**src/hw/rtl/necir_pkg.sv**
```systemverilog
// ----------------------------------------------------------------------------
// necir_pkg
// Shared types and constants for the NEC infrared frame decoder.
// ----------------------------------------------------------------------------
package necir_pkg;

  localparam int unsigned EDGE_COUNT_W = 7;
  localparam int unsigned GAP_W        = 20;
  localparam int unsigned CODE_W       = 32;
  localparam int unsigned STAMP_W      = 32;
  localparam int unsigned WIN_W        = 14;

  localparam logic [1:0] MODE_EDGE  = 2'd0;
  localparam logic [1:0] MODE_READ  = 2'd1;
  localparam logic [1:0] MODE_RESET = 2'd2;

  localparam logic [EDGE_COUNT_W-1:0] EDGES_FULL = 7'd68;
  localparam logic [EDGE_COUNT_W-1:0] EDGE_LEAD  = 7'd1;
  localparam logic [EDGE_COUNT_W-1:0] EDGE_SPACE = 7'd2;
  localparam logic [EDGE_COUNT_W-1:0] EDGE_LAST  = 7'd66;
  localparam logic [EDGE_COUNT_W-1:0] EDGE_DATA0 = 7'd4;

  localparam logic [GAP_W-1:0] GAP_RESET = 20'd100000;

  localparam logic [WIN_W-1:0] LEAD_MARK_LO  = 14'd8500;
  localparam logic [WIN_W-1:0] LEAD_MARK_HI  = 14'd9500;
  localparam logic [WIN_W-1:0] LEAD_SPACE_LO = 14'd3500;
  localparam logic [WIN_W-1:0] LEAD_SPACE_HI = 14'd5500;
  localparam logic [WIN_W-1:0] RPT_SPACE_LO  = 14'd1250;
  localparam logic [WIN_W-1:0] RPT_SPACE_HI  = 14'd3250;
  localparam logic [WIN_W-1:0] SHORT_LO      = 14'd360;
  localparam logic [WIN_W-1:0] SHORT_HI      = 14'd760;
  localparam logic [WIN_W-1:0] LONG_LO       = 14'd1190;
  localparam logic [WIN_W-1:0] LONG_HI       = 14'd2190;

  localparam logic [7:0]        CHECK_SUM = 8'hFF;
  localparam logic [CODE_W-1:0] CODE_RPT  = 32'hFFFF_FFFF;

  typedef struct packed {
    logic [EDGE_COUNT_W-1:0] edge_count;
    logic                    repeat_locked;
    logic [CODE_W-1:0]       code_bits;
    logic                    bit_failed;
  } necir_state_t;

  typedef struct packed {
    logic              valid;
    logic              frame_ok;
    logic [CODE_W-1:0] code;
  } necir_result_t;

endpackage

```
**src/hw/rtl/nec_ir_frame_decoder.sv**
```systemverilog
// ----------------------------------------------------------------------------
// nec_ir_frame_decoder
// A read word is held in the input register, then its result in the result register.
// Throughput: one word per cycle; the input register feeds the decode logic
// and the result register, and stalls only on a read while a result waits.
// Reset: synchronous, active low; clears the frame state and sets the gap
// limit to 100000 us.
// ----------------------------------------------------------------------------
module nec_ir_frame_decoder #(
  parameter int TIME_BITS = 32
) (
  input  logic                          clk,
  input  logic                          rst_n,
  input  logic                          cfg_wr_en,
  input  logic [necir_pkg::GAP_W-1:0]   cfg_wr_data,
  input  logic                          in_valid,
  output logic                          in_ready,
  input  logic [1:0]                    in_mode,
  input  logic                          in_line_level,
  input  logic [necir_pkg::STAMP_W-1:0] in_edge_time_us,
  output logic                          out_valid,
  input  logic                          out_ready,
  output logic                          out_frame_ok,
  output logic [necir_pkg::CODE_W-1:0]  out_code
);

  logic                          s1_v_r;
  logic [1:0]                    s1_mode_r;
  logic                          s1_level_r;
  logic [necir_pkg::STAMP_W-1:0] s1_time_r;
  logic [necir_pkg::GAP_W-1:0]   gap_limit_r;
  necir_pkg::necir_state_t       st_r;
  necir_pkg::necir_state_t       st_nxt;
  logic [TIME_BITS-1:0]          prev_time_r;
  logic [TIME_BITS-1:0]          prev_time_nxt;
  necir_pkg::necir_result_t      res;
  logic                          out_valid_r;
  logic                          out_ok_r;
  logic [necir_pkg::CODE_W-1:0]  out_code_r;
  logic                          adv;

  necir_step #(
    .TIME_BITS (TIME_BITS)
  ) u_step (
    .st            (st_r),
    .prev_time     (prev_time_r),
    .gap_limit     (gap_limit_r),
    .mode          (s1_mode_r),
    .level         (s1_level_r),
    .stamp         (s1_time_r),
    .st_nxt        (st_nxt),
    .prev_time_nxt (prev_time_nxt),
    .res           (res)
  );

  assign adv      = s1_v_r && (!res.valid || !out_valid_r || out_ready);
  assign in_ready = !s1_v_r || adv;

  always_ff @(posedge clk) begin
    if (!rst_n) begin
      s1_v_r      <= 1'b0;
      out_valid_r <= 1'b0;
      gap_limit_r <= necir_pkg::GAP_RESET;
      st_r        <= '0;
      prev_time_r <= '0;
    end else begin
      if (cfg_wr_en) begin
        gap_limit_r <= cfg_wr_data;
      end
      if (in_valid && in_ready) begin
        s1_v_r <= 1'b1;
      end else if (adv) begin
        s1_v_r <= 1'b0;
      end
      if (adv) begin
        st_r        <= st_nxt;
        prev_time_r <= prev_time_nxt;
      end
      if (adv && res.valid) begin
        out_valid_r <= 1'b1;
      end else if (out_ready) begin
        out_valid_r <= 1'b0;
      end
    end
  end

  always_ff @(posedge clk) begin
    if (in_valid && in_ready) begin
      s1_mode_r  <= in_mode;
      s1_level_r <= in_line_level;
      s1_time_r  <= in_edge_time_us;
    end
    if (adv && res.valid) begin
      out_ok_r   <= res.frame_ok;
      out_code_r <= res.code;
    end
  end

  assign out_valid    = out_valid_r;
  assign out_frame_ok = out_ok_r;
  assign out_code     = out_code_r;

  a_count_range: assert property (@(posedge clk) disable iff (!rst_n)
    st_r.edge_count <= necir_pkg::EDGES_FULL)
    else $error("edge count beyond full frame");

  a_repeat_count: assert property (@(posedge clk) disable iff (!rst_n)
    st_r.repeat_locked |-> (st_r.edge_count == 7'd3))
    else $error("repeat locked without leader count");

  a_result_src: assert property (@(posedge clk) disable iff (!rst_n)
    $rose(out_valid_r) |-> $past(s1_v_r && (s1_mode_r == necir_pkg::MODE_READ)))
    else $error("result without a read word");

endmodule

```
**src/hw/rtl/necir_step.sv**
```systemverilog
// ----------------------------------------------------------------------------
// necir_step
// Next-state and read-result logic for one registered decoder word.
// ----------------------------------------------------------------------------
module necir_step #(
  parameter int TIME_BITS = 32
) (
  input  necir_pkg::necir_state_t      st,
  input  logic [TIME_BITS-1:0]         prev_time,
  input  logic [necir_pkg::GAP_W-1:0]  gap_limit,
  input  logic [1:0]                   mode,
  input  logic                         level,
  input  logic [necir_pkg::STAMP_W-1:0] stamp,
  output necir_pkg::necir_state_t      st_nxt,
  output logic [TIME_BITS-1:0]         prev_time_nxt,
  output necir_pkg::necir_result_t     res
);

  function automatic logic win(input logic [TIME_BITS-1:0] d,
                               input logic [necir_pkg::WIN_W-1:0] lo,
                               input logic [necir_pkg::WIN_W-1:0] hi);
    logic [TIME_BITS-1:0] lo_w;
    logic [TIME_BITS-1:0] hi_w;
    lo_w = TIME_BITS'(lo);
    hi_w = TIME_BITS'(hi);
    return (d > lo_w) && (d < hi_w);
  endfunction

  logic [TIME_BITS+necir_pkg::STAMP_W-1:0] stamp_ext;
  logic [TIME_BITS-1:0]                    t;
  logic [TIME_BITS-1:0]                    fwd;
  logic [TIME_BITS-1:0]                    back;
  logic [TIME_BITS-1:0]                    gap_w;
  logic [necir_pkg::EDGE_COUNT_W-1:0]      k;
  logic [necir_pkg::EDGE_COUNT_W-1:0]      kd;
  logic [4:0]                              j;
  logic [4:0]                              pos;
  logic [8:0]                              sum;

  assign stamp_ext = {TIME_BITS'(0), stamp};
  assign t         = stamp_ext[TIME_BITS-1:0];
  assign fwd       = t - prev_time;
  assign back      = prev_time - t;
  assign gap_w     = TIME_BITS'(gap_limit);
  assign k         = st.edge_count;
  assign kd        = k - necir_pkg::EDGE_DATA0;
  assign j         = kd[5:1];
  assign sum       = {1'b0, st.code_bits[15:8]} + {1'b0, st.code_bits[7:0]};

  always_comb begin
    if (j < 5'd16) begin
      pos = j + 5'd16;
    end else if (j < 5'd24) begin
      pos = j - 5'd8;
    end else begin
      pos = j - 5'd24;
    end
  end

  always_comb begin
    st_nxt        = st;
    prev_time_nxt = prev_time;
    res           = '0;
    case (mode)
      necir_pkg::MODE_EDGE: begin
        if (!st.repeat_locked && (k < necir_pkg::EDGES_FULL)) begin
          if (level != k[0]) begin
            st_nxt.edge_count = '0;
          end else if (k == '0) begin
            st_nxt.code_bits  = '0;
            st_nxt.bit_failed = 1'b0;
            st_nxt.edge_count = necir_pkg::EDGE_LEAD;
            prev_time_nxt     = t;
          end else if ((fwd > gap_w) && (back > gap_w)) begin
            st_nxt.edge_count = '0;
          end else begin
            prev_time_nxt     = t;
            st_nxt.edge_count = k + 7'd1;
            if (k == necir_pkg::EDGE_LEAD) begin
              if (!win(fwd, necir_pkg::LEAD_MARK_LO, necir_pkg::LEAD_MARK_HI)) begin
                st_nxt.edge_count = '0;
              end
            end else if (k == necir_pkg::EDGE_SPACE) begin
              if (win(fwd, necir_pkg::RPT_SPACE_LO, necir_pkg::RPT_SPACE_HI)) begin
                st_nxt.repeat_locked = 1'b1;
              end else if (!win(fwd, necir_pkg::LEAD_SPACE_LO,
                                necir_pkg::LEAD_SPACE_HI)) begin
                st_nxt.edge_count = '0;
              end
            end else if ((k <= necir_pkg::EDGE_LAST) && !st.bit_failed) begin
              if (k[0]) begin
                if (!win(fwd, necir_pkg::SHORT_LO, necir_pkg::SHORT_HI)) begin
                  st_nxt.bit_failed = 1'b1;
                end
              end else if (win(fwd, necir_pkg::LONG_LO, necir_pkg::LONG_HI)) begin
                st_nxt.code_bits[pos] = 1'b1;
              end else if (!win(fwd, necir_pkg::SHORT_LO, necir_pkg::SHORT_HI)) begin
                st_nxt.bit_failed = 1'b1;
              end
            end
          end
        end
      end
      necir_pkg::MODE_RESET: begin
        st_nxt.edge_count    = '0;
        st_nxt.repeat_locked = 1'b0;
      end
      necir_pkg::MODE_READ: begin
        res.valid = 1'b1;
        if (st.repeat_locked || (k >= necir_pkg::EDGES_FULL)) begin
          if (st.repeat_locked) begin
            res.frame_ok = 1'b1;
            res.code     = necir_pkg::CODE_RPT;
          end else begin
            res.frame_ok = !st.bit_failed && (sum == {1'b0, necir_pkg::CHECK_SUM});
            res.code     = st.code_bits;
          end
          st_nxt = '0;
        end
      end
      default: begin
        st_nxt = st;
      end
    endcase
  end

endmodule

```
**config.mk**
```make
export PLATFORM = sky130hd
export DESIGN_NAME = nec_ir_frame_decoder
export DESIGN_NICKNAME = d
export VERILOG_FILES = /design/src/hw/rtl/necir_pkg.sv /design/src/hw/rtl/nec_ir_frame_decoder.sv /design/src/hw/rtl/necir_step.sv
export SDC_FILE = /design/constraint.sdc
export NUM_CORES = 1
export LEC_CHECK = 0
export CAP_MARGIN = 40
export CELL_PAD_IN_SITES_DETAIL_PLACEMENT = 1
export CELL_PAD_IN_SITES_GLOBAL_PLACEMENT = 1
export CORE_MARGIN = 2
export CORE_UTILIZATION = 45
export DETAILED_ROUTE_END_ITERATION = 8
export DONT_BUFFER_PORTS = 1
export GPL_TIMING_DRIVEN = 0
export HOLD_SLACK_MARGIN = 0.08
export PLACE_DENSITY_LB_ADDON = 0.05
export RECOVER_POWER = 50
export SLEW_MARGIN = 20
export SYNTH_ARGS = -nofsm -noshare
export SYNTH_HDL_FRONTEND = slang
export SYNTH_SLANG_ARGS = --single-unit
```
**constraint.sdc**
```tcl
create_clock -name clk -period 4.7 [get_ports clk]
set_clock_uncertainty 0.15 [all_clocks]
set_input_delay 0.235 -clock clk [delete_from_list [all_inputs] [get_ports clk]]
set_output_delay 0.235 -clock clk [all_outputs]
set_load 0.01 [all_outputs]
```
==> flow_metrics.py, run 1 <==
metrics = {
    "floorplan": {
        "floorplan.die_area_um2": 28800,
        "core-area_um2": 27000,
        "ioPinCount": 95,
        "rows": 60,
        "chipWidth_um": 170,
        "initial_core_util": 0.458,
        "die_y_um": 170,
    },
    "setup_path": {
        "critical-path-top-delay-family": "simple AND/OR/NAND/NOR gates",
        "cpPeakStageDelay_ns": 0.47,
        "crit_path_end": "prev_time_r[9]",
        "start_kind": "flop",
        "path_class": "flop to flop",
        "crit_cells": 24,
        "path_cells": "inv_2 > ha_2 > inv_2 > fa_2 > a21oi_4 > nand4b_1 > nand2_2 > a21oi_2 > o21bai_2 > buf_4 > xor2_1 > ha_1 > nand4_1 > nor4_4 > nand2_2 > a2111o_1 > a2111oi_4 > and4_4 > nand4_4 > a31oi_4 > buf_12 > buf_6 > mux2i_2 > nor2_1",
        "crit_slowest_cell": "a2111o_1",
        "cp.arrival_ns": 5.62,
        "critPathMaxFanout": 5,
        "crit_path_end_kind": "flop",
        "r2r_setup_slack_ns": -0.76,
        "rr_startpoint": "prev_time_r[0]",
        "startpoint": "prev_time_r[0]",
        "reg2reg_to": "prev_time_r[9]",
        "path_buf_inv": 5,
        "rr_worst_depth": 24,
        "worstPathRequired_ns": 4.86,
    },
    "sta": {
        "max_slew_margin": -0.335,
        "setup_viol": 73,
        "tightest_slew_ns": 1.99,
        "timing.final.ws_setup_ns": -0.763,
        "worst_hold_slack_ns": 0.122,
        "finalHoldViolations": 0,
        "fin_setup_tns_ns": -51.55,
        "report.final.slew_viol_count": 15,
        "period_needed_ns": 5.46,
        "period_share": 1.16,
        "rsz0062_at_grt": "true",
        "max_freq_mhz": 183,
    },
    "yosys": {
        "synth_edf_count": 68,
        "ys_warn_count": 0,
        "syn_nets": 1590,
        "syn_inst": 1407,
        "ys_ff_latch": 163,
        "syn_area_per_cell_um2": 8.78,
        "netlist_area_um2": 12400,
        "synth_cell_type_count": 94,
        "synth_area_leaders": "edfxtp_1 (17%), dfxtp_1 (15%), ha_1 (12%)",
        "yosysSeqAreaShare": 0.319,
        "synth_top_area_share": 0.165,
        "async_flop_share": 0,
        "ys.flop_type": "dfxtp_1",
        "yosys.area.top_type": "edfxtp_1",
    },
    "clock_network": {
        "htreeDepth": 4,
        "clkSlewWorstSetupHoldPaths_ns": 0.07,
        "clkLatencyLatePin_ns": 0.46,
        "cts.path.max_buffers": 2,
        "cts-buffers-inserted": 17,
        "root_buffer": "clkbuf_16",
        "cts.sinks": 163,
        "tritoncts": "yes",
    },
    "place": {
        "place_congestion": 0.877,
        "place_ws_ns": -1.42,
        "port_buffers": 0,
        "placed_cells": 1751,
        "dp_hpwl_mm": 30.5,
    },
    "global_route": {
        "antenna_found_initial": 0,
        "first_global_vias": 11700,
        "grt.total_usage": 0.287,
        "grt_pass1_wl_mm": 64.0,
        "grt-ovfl-total": 0,
        "grt_start_max_net_pins": 35,
    },
    "detailed_routing": {
        "wl_per_cell_um": 21.6,
        "first_pass_iters": 5,
        "drt_wl_total_mm": 40.9,
        "drtIter0Drc": 525,
        "route.detailed.drc": 0,
        "vias_per_cell": 5.90,
        "vias": 11200,
        "antenna_left": 0,
    },
    "cells_and_area": {
        "drive_gt1_frac": 0.177,
        "layout_common_cells": "nor2_1 (177), inv_1 (138), ha_1 (117)",
        "n_antenna_cell": 0,
        "final_nets": 1725,
        "layout_commonest_cell": "nor2_1",
        "synthToLayoutAreaGrowth_pct": 22.9,
        "stdcell_count": 1896,
    },
    "job": {
        "cap_viol_max_count": 1,
    },
    "power": {
        "pwr_density_cell_nw_per_um2": 251,
        "power_mw": 3.81,
        "vdd_ir_drop_max_mv": 0.243,
        "p_leak_nw": 5.76,
    },
    "min_path": {
        "whs_path_depth": 3,
        "hold_class": "input pin to flop",
    },
    "status": {
        "violations": "capacitance limit, slew limit, setup timing",
        "status": "finished with violations",
    },
}
==> final cells by class <==
type	count	area [um2]
fill	3066	11800
multi-input combinational	1027	7970
sequential	163	3950
timing repair buffer	116	1210
inverter	144	541
clock buffer	21	504
buffer	73	478
tap	341	427
clock inverter	11	105
==> repair_timing <==
action	CTS	global route
resized for setup	92	18
hold endpoints to repair	72	0
setup endpoints to repair	73	73
gates cloned	3	3
hold buffers	58	0
pin swaps	66	23
setup buffers	37	8
==> worst reg2reg max path: cells and delay by family, from the launching register on <==
kind | cells | cell delay (ns)
buf+inv | 5 | 0.55
xor+xnor | 1 | 0.15
compound gates | 6 | 1.44
fa+ha+maj | 3 | 0.86
mux | 1 | 0.21
flops | 1 | 0.33
simple gates | 8 | 1.62
==> cell families after synthesis <==
family          Yosys count  share of synthesized area
compound gates          398                      0.242
simple gates            400                      0.155
mux                      52                     0.0421
flops                   163                      0.319
buf+inv                 217                     0.0759
fa+ha+maj               123                      0.126
xor+xnor                 54                     0.0401
==> routing by layer <==
metal  track usage  part of all wire  vias to the layer above
met1         0.364              0.45                     5510
li1              -                 -                     5362
met5             0                 0                        -
met2         0.505              0.49                      256
met4        0.0910             0.023                        0
met3        0.0366             0.032                       59
==> power by group <==
part	switching, mW	internal (mW)
Clock	0.672	0.793
Combinational	0.502	0.305
Sequential	0.0258	1.51
==> through the flow <==
step,utilization,cell area (um2)
2_1_floorplan,-,12400
3_3_place_gp,0.476,12800
3_5_place_dp,0.478,12900
4_1_cts,0.553,14900
5_1_grt,0.563,15200
6_report,0.563,15200
==> sequential cells by signal, indices dropped and copies added (netlist names) <==
name	flops
st_r	41
out_code	32
prev_time_r	32
s1_time_r	32
gap_limit_r	20
s1_mode_r	2
out_frame_ok	1
out_valid	1
s1_level_r	1
s1_v_r	1
==> worst min path at each step <==
stage,from,end,slack [ns]
after floorplan,in_line_level,s1_level_r,0.18
after global placement,in_edge_time_us[8],s1_time_r[8],0.18
after detailed placement,in_edge_time_us[4],s1_time_r[4],0.18
after CTS,cfg_wr_en,gap_limit_r[2],0.12
after global routing,cfg_wr_en,gap_limit_r[3],0.16
final,cfg_wr_en,gap_limit_r[2],0.12
==> synthesized netlist by cell type, drive strengths merged, types with 7 or more instances <==
cell and number:
o21bai 13, a211o 7, o21ai 54, mux2i 52, o211ai 21, dfxtp 95, nor3 22, edfxtp 68
o21a 12, ha 120, a21oi 110, xor2 24, nor4 13, o2111ai 38, a31oi 17, nand4 37
clkbuf 37, inv 143, a21o 24, a211oi 45, nand2 77, nand2b 8, buf 36, nor2 181
nand3 25, nor2b 7, xnor2 30
Power figures use the tool's default switching activity.
==> run 2: changes to the inputs <==
TNS_END_PERCENT = 10   (was default)
==> run 2 against run 1 <==
Compared with the run above: the run still ends with capacitance limit, slew limit, setup timing left; register-to-register slack improved by 0.05 ns; first-iteration DRC count is 4.0% higher; worst setup slack improved by 0.045 ns; flip-flop and latch count unchanged; power is 0.86% lower.
==> flow_metrics.py, run 2 (synthesis gave the netlist of run 1 again) <==
metrics = {
    "setup_path": {
        "critPathMaxFanout": 9,
        "rr_worst_depth": 22,
        "worstPathRequired_ns": 4.91,
        "reg2reg_to": "st_r[7]",
        "crit_path_end_kind": "flop",
        "path_class": "flop to flop",
        "cp.arrival_ns": 5.63,
        "r2r_setup_slack_ns": -0.72,
        "rr_startpoint": "s1_time_r[3]",
        "start_kind": "flop",
    },
    "clock_network": {
        "cts-buffers-inserted": 17,
        "htreeDepth": 4,
        "tritoncts": "yes",
        "clkLatencyLatePin_ns": 0.46,
        "root_buffer": "clkbuf_16",
        "cts.sinks": 163,
        "cts.path.max_buffers": 2,
        "clkSlewWorstSetupHoldPaths_ns": 0.08,
    },
    "floorplan": {
        "ioPinCount": 95,
        "floorplan.die_area_um2": 28800,
        "die_y_um": 170,
        "core-area_um2": 27000,
        "initial_core_util": 0.458,
        "rows": 60,
        "chipWidth_um": 170,
    },
    "cells_and_area": {
        "final_nets": 1708,
        "final_util": 0.553,
        "stdcell_count": 1879,
        "fill_cells": 3090,
        "n_antenna_cell": 0,
        "largest_register": "st_r",
        "synthToLayoutAreaGrowth_pct": 20.7,
        "layout_commonest_cell": "nor2_1",
        "drive_gt1_frac": 0.160,
        "largest_reg_flops": 41,
        "layout_common_cells": "nor2_1 (177), inv_1 (138), ha_1 (118)",
        "register_area_um2": 3950,
        "multi_input_area_um2": 7930,
    },
    "min_path": {
        "hold_end": "gap_limit_r[7]",
        "min_from": "rst_n",
        "whs_path_depth": 2,
        "hold_class": "input pin to flop",
    },
    "place": {
        "place_congestion": 0.950,
        "port_buffers": 0,
        "dp_hpwl_mm": 30.3,
        "placed_cells": 1750,
    },
    "detailed_routing": {
        "route.detailed.drc": 0,
        "vias": 11100,
        "antenna_left": 0,
        "first_pass_iters": 5,
        "drt_wl_total_mm": 40.3,
        "wl_per_cell_um": 21.4,
        "drtIter0Drc": 546,
        "vias_per_cell": 5.89,
    },
    "power": {
        "vdd_ir_drop_max_mv": 0.316,
        "power_mw": 3.77,
        "p_leak_nw": 5.64,
        "pwr_density_cell_nw_per_um2": 253,
    },
    "global_route": {
        "first_global_vias": 11700,
        "grt_start_max_net_pins": 35,
        "met1_usage": 0.353,
        "grt-ovfl-total": 0,
        "grtUsageMet3": 0.0515,
        "use_met2": 0.489,
        "grt.total_usage": 0.283,
        "grt_pass1_wl_mm": 63.3,
        "busiest_layer": "met2",
        "antenna_found_initial": 0,
    },
    "sta": {
        "worst_hold_slack_ns": 0.119,
        "report.final.slew_viol_count": 16,
        "max_slew_margin": -0.385,
        "finalHoldViolations": 0,
        "period_share": 1.15,
        "period_needed_ns": 5.42,
        "rsz0062_at_grt": "true",
        "timing.final.ws_setup_ns": -0.718,
        "setup_viol": 73,
        "tightest_slew_ns": 2.07,
        "max_freq_mhz": 185,
    },
    "job": {
        "cap_viol_max_count": 1,
    },
    "status": {
        "status": "finished with violations",
        "violations": "capacitance limit, slew limit, setup timing",
    },
}
run 2: changes by cell type in the layout (fill, tap and decap cells not counted), sizes merged:
cell,delta
inv,+4
clkbuf,-3
clkinv,-2
buf,-16
run 2: cell type report:
type                    count  area share
well taps                 341      0.0286
clock buffers              19      0.0311
inverters                 144      0.0362
flip-flops and latches    163       0.265
clock inverters            13     0.00864
plain buffers              73      0.0316
multi-input cells        1027       0.532
repair buffers             99      0.0671
run 2: how the worst max path moves through the flow:
stage	start	cells past startpoint	slack [ns]	endpoint
6_report	s1_time_r[3]	22	-0.72	st_r[7]
5_1_grt	s1_time_r[0]	23	-0.86	st_r[32]
4_1_cts	s1_time_r[4]	22	-0.67	st_r[2]
3_5_place_dp	s1_time_r[1]	20	-1.56	prev_time_r[4]
3_3_place_gp	s1_time_r[1]	20	-1.55	prev_time_r[7]
2_1_floorplan	s1_time_r[0]	23	-0.02	prev_time_r[1]
run 2: per-stage QoR:
stage	area [um2]	worst slack (ns)	TNS (ns)
after floorplan	12400	-0.0241	-0.782
after global placement	12800	-1.55	-102.84
after CTS	14700	-0.668	-43.96
after global routing	14900	-0.855	-56.78
final	14900	-0.718	-46.30
after detailed placement	12900	-1.56	-102.11
run 2: power breakdown:
part           internal (mW)  switching, mW  leakage (nW)  total, mW
logic                  0.297          0.496          3.90      0.793
clock network          0.753          0.694         0.297       1.45
registers               1.51         0.0254          1.44       1.53
run 2: repair_timing:
item,4_1_cts,5_1_grt
resized for setup,73,18
setup buffers,26,7
setup endpoints to repair,73,73
hold buffers,58,0
hold endpoints to repair,73,0
gates cloned,3,1
pin swaps,58,20
run 2: worst max-delay path, stage by stage, from the launching register on:
cell and delay [ns]:
edfxtp_1 0.39, inv_1 0.06, ha_1 0.27, buf_4 0.19, o2111ai_4 0.20, a2111oi_4 0.45
o31a_1 0.23, nor2_1 0.08, xnor2_1 0.19, ha_1 0.32, nand4_1 0.10, buf_4 0.17
nor4_4 0.24, nand2_2 0.16, a2111o_1 0.49, a2111oi_2 0.25, and4_4 0.32, nand4_4 0.14
a21oi_4 0.19, buf_12 0.16, buf_8 0.12, o2111ai_2 0.13, a211oi_2 0.30
run 2: metal layers:
layer	routed length, um	up-vias	share of wire
met4	1450	0	0.036
met1	18000	5408	0.45
met3	1460	83	0.036
met2	19300	235	0.48
li1	-	5344	-
met5	0	-	0
